===== config.mk =====
export PLATFORM = sky130hd
export DESIGN_NAME = psc_ram
export DESIGN_NICKNAME = d
export VERILOG_FILES = /design/src/psc_ram.sv
export SDC_FILE = /design/constraint.sdc
export NUM_CORES = 1
export LEC_CHECK = 0
export ABC_AREA = 1
export BUFFER_PORTS_ARGS = -buffer_cell sky130_fd_sc_hd__buf_2
export CAP_MARGIN = 5
export CORE_MARGIN = 8
export CORE_UTILIZATION = 30
export DETAILED_ROUTE_END_ITERATION = 12
export PLACE_DENSITY = 0.54
export SYNTH_ARGS = -nofsm -noshare
export SYNTH_HDL_FRONTEND = slang
export SYNTH_SLANG_ARGS = --single-unit

===== constraint.sdc =====
create_clock -name i_clk -period 1.7 [get_ports i_clk]
set_clock_uncertainty 0.2 [all_clocks]
set_input_delay 0.085 -clock i_clk [delete_from_list [all_inputs] [get_ports i_clk]]
set_output_delay 0.085 -clock i_clk [all_outputs]
set_load 0.01 [all_outputs]

===== src/psc_ram.sv =====
`default_nettype none
module psc_ram #(
    parameter int W = 8,
    parameter int D = 16
) (
    input  wire logic                 i_clk,
    input  wire logic                 i_we,
    input  wire logic [$clog2(D)-1:0] i_waddr,
    input  wire logic [W-1:0]         i_wdata,
    input  wire logic [$clog2(D)-1:0] i_raddr,
    output logic      [W-1:0]         o_rdata
);
    logic [W-1:0] r_mem [D];

    always_ff @(posedge i_clk) begin
        if (i_we) begin
            r_mem[i_waddr] <= i_wdata;
        end
        o_rdata <= r_mem[i_raddr];
    end
endmodule
`default_nettype wire


* After elaboration in Yosys (flattened, before gate mapping)
Memory sizes are Yosys's and may differ from the RTL's. A register that Yosys moved wholly into a read port is not among the register bits.
Index checks and enable logic that the tools add are counted.
** Storage, ports and cells
- Bits in registers :: 0
- Memory bits (writable) :: 128
- Bits of input ports :: 18
- Output and inout bits :: 8
- Logic and storage cells :: 3
- Memories :: 1
** Memories
- r_mem :: words 16, bits a word 8, rd ports 1, clocked after Yosys merged registers in 1, write ports 1, line 13 : logic [W-1:0] r_mem [D];
** Operators by class
- Muxes and demuxes :: 2
** Operator list (number)
- 2-to-1 mux 1 bit :: 2

* Depth between registers and ports, before layout
Gate-level depths: netlist (run 1).
- Depth in word-level cells :: 2
- Gate-level depth with buffers :: 8
- Depth with buffers taken out :: 7

* Worst setup path before layout (run 1)
Ideal clock, no wire load.
- Path type :: input-to-reg
- From :: input i_waddr[2]
- To :: memory r_mem[10][0] (enable)
- Setup time :: 0.370 ns
- Arrival time :: 0.666 ns
- Required time :: 1.130 ns
- Slack :: 0.464 ns
- Stages :: 2
- Buffers on the path :: 0
- Cell sequence :: nand3b_1 nor2_1
** RTL lines
- start, declared :: line 8 : input wire logic [$clog2(D)-1:0] i_waddr,
- end, declared :: line 13
Straight into the memory's write port.

==> results.md, run 1 <==
* Sink Count at 136
* Critical path class: reg2reg
* Vias/cell at 4.51
* Final net count at 623
* CTS H-tree depth at 4
* Global-route wire length before repair at 21.3 mm
* CTS tree: yes
* Root Driver: clkbuf_16
* Pwr dens at 1080 nW/µm²
* Final setup viols at 0
* Fraction of layout cells with a size suffix above 1 at 12.5%
* Clock Latency Late Sink at 410 ps
* DRC at 0
* Maxcap violations at 0
* Post-DP HPWL at 8.52 mm
* CP peak stage delay at 370 ps
* F_max at 812 MHz
* CTS Buffer Depth at 2
* Largest net degree at the start of global routing at 33
* Die width at 155 µm
* CP Buf/Inv Count at 1
* Crit path max-delay family: simple AND/OR/NAND/NOR gates
* DRT iter0 DRCs at 276
* CTS Buf Count at 17
* Worst slew margin at 60.9%
* Final ANT Viol Nets at 0
* Vert. Die Dim at 155 µm
* Die area at 23900 µm²
* Status: completed
* Initial antenna violation count at 0
* Net Count, Synth at 569
* Sum Neg Setup Slack at 0 ps
* Post-synth cell types at 12
* CP Cell Sequence: inv_1, nand2_1, nand3_1, nand3_1, nand3_1, nand2_1
* Ys Warns at 0
* Core area at 18800 µm²
* Minimum clock period at 1230 ps
* CP max FO at 1
* Area Overhead vs Synth at 18.7%
* Vias in the first global route at 3808
* Slew @ Worst Pin at 585 ps
* Synth Cell Area at 5770 µm²
* Arr. time, crit path at 1330 ps
* Most frequent cells in the layout: 173 x nand2_1, 128 x edfxtp_1, 100 x inv_1, 97 x nand3_1, 25 x buf_2
* Post-place instance area at 6260 µm²
* Slowest stage cell on the critical path: edfxtp_1
* Worst vdd ir at 669 µV
* Min-delay worst type: in2reg
* Fillers at 1852
* Antenna cell count at 0
* GPL Wtd Cong at 0.768
* RSZ-0062 raised after global routing: no
* DRT Wirelength at 13.4 mm
* I/O Buffers at 25
* Leak at 2.94 nW
* Worst endpoint required time at 1790 ps
* Final Max Slew Viols at 0
* Via count at 3844
* Drt pass-1 iters at 5
* Design area at 6850 µm²
* Final period utilization at 72.5%
* # resized after CTS at 0
* CP endpoint kind: register
* #FFs+latches synth at 136
* Final hold violations at 0
* GRT Residual Overflow at 0
* Initial Util at 30.7%
* Synth Area per Inst at 10.5 µm²
* Routed length per placed instance at 15.8 µm
* Most frequent CP cell: nand3_1
* Rows at 50
* IO Count at 26
* Sequential fraction of the synthesis area at 69.4%
* Worst setup SP type: register
* Clk slew on worst S/H paths at 50 ps
* Overall track demand over capacity in global routing at 11.6%
* Post-Syn Instances at 551
* Commonest non-fill, non-tap cell in the layout: nand2_1
[tightest hold or removal path, delay by kind of cell]
kind          cells  cell delay (ps)
simple gates      3              230
buf+inv           2              310
[logic make-up after synthesis]
kind of cell / share of synthesized area (%)
buf+inv: 9.52
flops: 69.4
simple gates: 21.0
[stage by stage]
stage	setup WS, ps	hold WS (ps)	power, mW	util (%)	cells
detailed placement	220	262	4.33	33.3	811
global placement	217	274	4.32	33.3	811
finish	468	45.4	7.37	36.5	852
global route	360	59.8	7.65	36.5	852
CTS	449	39.4	7.45	36.5	852
floorplan	464	-16.1	4.11	-	551
[repair_timing]
action,in CTS,in global routing
setup buffers,0,0
hold buffers,9,0
setup endpoints to repair,0,0
hold endpoints to repair,136,0
[sequential cells by signal, summed over array words and instances (netlist names)]
signal / cells
r_mem: 128
o_rdata: 8
[final cells by class]
class | count | area [µm²] | share of cell area (%)
clock buffer | 21 | 440 | 6.43
tap | 234 | 293 | 4.28
clock inverter | 11 | 58.8 | 0.859
inverter | 102 | 383 | 5.59
sequential | 136 | 4000 | 58.5
multi-input combinational | 289 | 1210 | 17.7
timing repair buffer | 59 | 453 | 6.62
[where the power goes]
group	leakage (nW)	switching, mW	total, mW	internal, mW
Combinational	1.48	0.331	0.493	0.162
Sequential	1.22	0.0227	3.77	3.75
Clock	0.239	1.28	3.11	1.83
[synthesized netlist by cell type]
cell | n | area [µm²]
edfxtp_1 | 128 | 3840
dfxtp_1 | 8 | 160
buf_1 | 1 | 3.75
nand3_1 | 97 | 485
nor2_1 | 17 | 63.8
buf_6 | 6 | 67.6
nand2_1 | 173 | 649
inv_2 | 2 | 7.51
nand3b_1 | 2 | 15.0
buf_2 | 13 | 65.1
inv_1 | 100 | 375
buf_4 | 4 | 30.0
[final timing paths]
kind	startpoint	end	slack (ps)	cells after the start
hold reg to reg	r_mem[7][2]	o_rdata[2]	490	6
setup reg to reg	r_mem[8][5]	o_rdata[5]	470	6
setup / recovery	r_mem[8][5]	o_rdata[5]	470	6
hold / removal	i_raddr[2]	o_rdata[5]	50	5
[layer usage]
metal | vias up | GRT usage (%) | part of all wire, %
li1 | 1883 | - | -
met1 | 1831 | 15.4 | 45
met2 | 122 | 18.9 | 48
met3 | 8 | 2.12 | 5.5
met4 | 0 | 4.01 | 1.4
met5 | - | 0 | 0
Note: power is estimated with default switching activity, not from simulation.
==> run 2: changes to the inputs <==
- ABC_AREA: 1 -> 0
- PLACE_DENSITY: 0.54 -> 0.55
- clock period: 1.7 -> 1.05 ns (I/O delays scaled with it)
==> results.md, run 2 <==
* Status: finished, violations left
* Failing checks: setup timing
* Slew @ Worst Pin at 1020 ps (+433 ps)
* Top Registers: r_mem (128), o_rdata (8)
* Cell taking the most area after synthesis: edfxtp_1
* Critical path class: reg2reg
* Largest net degree at the start of global routing at 18 (-45%)
* Worst setup SP type: register
* Synth Cell Area at 5150 µm² (-11%)
* Worst endpoint required time at 1130 ps (-660 ps)
* Final Max Slew Viols at 0 (unchanged)
* WHS Endpoint: r_mem[8][6]
* Worst vdd ir at 1090 µV (+63%)
* Min-delay worst type: in2reg
* Final ANT Viol Nets at 0 (unchanged)
* Initial Util at 30.2% (-0.55 points)
* Post-synth ARST share at 0% (unchanged)
* DRT Wirelength at 10.7 mm (-21%)
* Rows at 48 (-4.0%)
* Final Power at 12.8 mW (+74%)
* Final hold violations at 0 (unchanged)
* GPL Wtd Cong at 0.699 (-9.1%)
* Vias/cell at 4.60 (+1.9%)
* Ys Warns at 0 (unchanged)
* Drt pass-1 iters at 4 (-1)
* Area Overhead vs Synth at 32.1%
* CP max FO at 1 (unchanged)
* Worst setup margin at -425 ps (-894 ps)
* Final setup viols at 18 (+18)
* Worst r2r dst: o_rdata[3]
* Root Driver: clkbuf_16
* Final period utilization at 141% (+68 points)
* Number of setup buffers added after CTS at 0 (unchanged)
* Design area at 6800 µm² (-0.69%)
* Overall track demand over capacity in global routing at 10.5% (-1.2 points)
* Pwr dens at 1890 nW/µm² (+75%)
* #FFs+latches synth at 136 (unchanged)
* Reg2Reg Setup Slack at -430 ps (-890 ps)
* Commonest non-fill, non-tap cell in the layout: edfxtp_1
* Initial antenna violation count at 0 (unchanged)
* Global-route wire length before repair at 16.5 mm (-23%)
* Net Count, Synth at 247 (-57%)
* Largest register FFs at 128 (unchanged)
* Synth Area per Inst at 22.5 µm² (+110%)
* Vias in the first global route at 2695 (-29%)
* Die width at 147 µm (-5.0%)
* CTS tree: yes
* Routed length per placed instance at 19.8 µm (+25%)
* Arr. time, crit path at 1560 ps (+230 ps)
* Leak at 2.21 nW (-25%)
* Post-synth top flop: edfxtp_1
* Fin util at 39.9% (+3.4 points)
* GRT Residual Overflow at 0 (unchanged)
* Core area at 17100 µm² (-9.1%)
* Hold_sp: i_waddr[0]
* CP endpoint kind: register
* Crit Reg-Reg Startpoint: r_mem[10][3]
* Sequential fraction of the synthesis area at 77.8% (+8.4 points)
* Fraction of layout cells with a size suffix above 1 at 48.3% (+36 points)
* RSZ-0062 raised after global routing: yes
* CTS H-tree depth at 4 (unchanged)
* Worst slew margin at 32.0% (-29 points)
* Sink Count at 136 (unchanged)
* CTS Buf Count at 17 (unchanged)
* Synth area leaders: edfxtp_1 75%, mux4_2 7.9%, mux4_1 7.1%, dfxtp_1 3.1%, a22oi_1 2.3%
* Minimum clock period at 1480 ps (+244 ps)
* Hold Path Cell Cnt at 3 (-2)
* Most frequent cell after synthesis: edfxtp_1
* Via count at 2483 (-35%)
* Final net count at 320 (-49%)
* Most frequent cells in the layout: 128 x edfxtp_1, 32 x mux4_2, 20 x buf_12, 18 x buf_2, 17 x clkbuf_16
* CTS Buffer Depth at 2 (unchanged)
* Maxcap violations at 0 (unchanged)
* Top-area cell type share of the netlist area at 74.7% (+8.0 points)
* DRC at 0 (unchanged)
* Worst Reg2Reg Path Length in Cells at 3 (-3)
* Vert. Die Dim at 147 µm (-5.0%)
* Post-DP HPWL at 7.17 mm (-16%)
* Clock Latency Late Sink at 410 ps (about the same)
* I/O Buffers at 25 (unchanged)
* IO Count at 26 (unchanged)
* F_max at 678 MHz (-17%)
* Register bank with the most flops: r_mem
* EDFF count, synth at 128 (unchanged)
* Synth top cells by count: 128 x edfxtp_1, 18 x mux4_2, 16 x a22oi_1
* Post-place instance area at 6020 µm² (-3.8%)
* Post-Syn Instances at 229 (-58%)
* DRT iter0 DRCs at 200 (-28%)
* Post-synth cell types at 19 (+7)
* Antenna cell count at 0 (unchanged)
* Clk slew on worst S/H paths at 60 ps (about the same)
* Die area at 21600 µm² (-9.7%)
-- run 2: cell types whose count changed after synthesis, sizes merged, moves of 3 or more --
cell	change
nor2	-4
nand3	-96
inv	-102
a22oi	+16
buf	-17
nor3	+4
nand2	-164
clkdlybuf4s25	+3
mux4	+32
-- run 2: how the worst max path moves through the flow --
stage / startpoint / cells past startpoint / end
after CTS: r_mem[10][3] / 3 / o_rdata[3]
after global placement: i_raddr[0] / 5 / o_rdata[1]
after global routing: r_mem[10][3] / 3 / o_rdata[3]
after floorplan: i_waddr[2] / 2 / r_mem[0][0]
after detailed placement: i_raddr[0] / 5 / o_rdata[3]
final: r_mem[10][3] / 3 / o_rdata[3]
-- run 2: layout make-up --
cell class | count | area (µm²)
Clock buffer | 20 | 457
Fill cell | 1539 | 10300
Clock inverter | 12 | 151
Multi-Input combinational cell | 83 | 1160
Tap cell | 225 | 282
Sequential cell | 136 | 4010
Timing Repair Buffer | 64 | 732
-- run 2: logic make-up after synthesis --
| group | count (synthesis) | share of synthesized area (%) |
|---|---|---|
| AOI/OAI and AO/OA | 16 | 2.33 |
| buffers and inverters | 10 | 1.68 |
| DFF | 136 | 77.8 |
| muxes | 32 | 15.0 |
| and+or+nand+nor | 35 | 3.18 |
-- run 2: worst max-delay path, stage by stage (launching register included) --
cell and delay [ps]:
edfxtp_1 370, mux4_2 480, a22oi_2 230, nand2_1 70
-- run 2: routing by layer --
metal  GRT usage (%)  share of wire (%)  vias to the layer above
met5               0                  0                        -
met4            4.74                1.5                        0
met3            3.23                5.0                       13
met2            15.4                 47                       58
met1            14.0                 46                     1306
li1                -                  -                     1106
-- run 2: stage by stage --
stage          std cells  worst slack [ps]  hold slack (ps)  TNS (ps)
2_1_floorplan        229              -306            -48.6    -20200
3_3_place_gp         500              -638              245    -45690
3_5_place_dp         500              -636              252    -46140
4_1_cts              540              -439             6.14     -3760
5_1_grt              540              -457             20.5     -4230
6_report             540              -425             12.5     -3480
-- run 2: power by group --
group	total, mW	internal (mW)	switching [mW]	leakage, nW
Combinational	0.772	0.381	0.391	0.701
Sequential	6.13	6.08	0.0479	1.22
Clock	5.95	3.85	2.10	0.284
-- run 2: timing repair --
action | 4_1_cts | 5_1_grt
endpoints found under the hold margin | 128 | 0
endpoints found under the setup margin | 24 | 24
hold buffers | 8 | 0
gates resized for setup | 19 | 2
pin swaps | 4 | 4
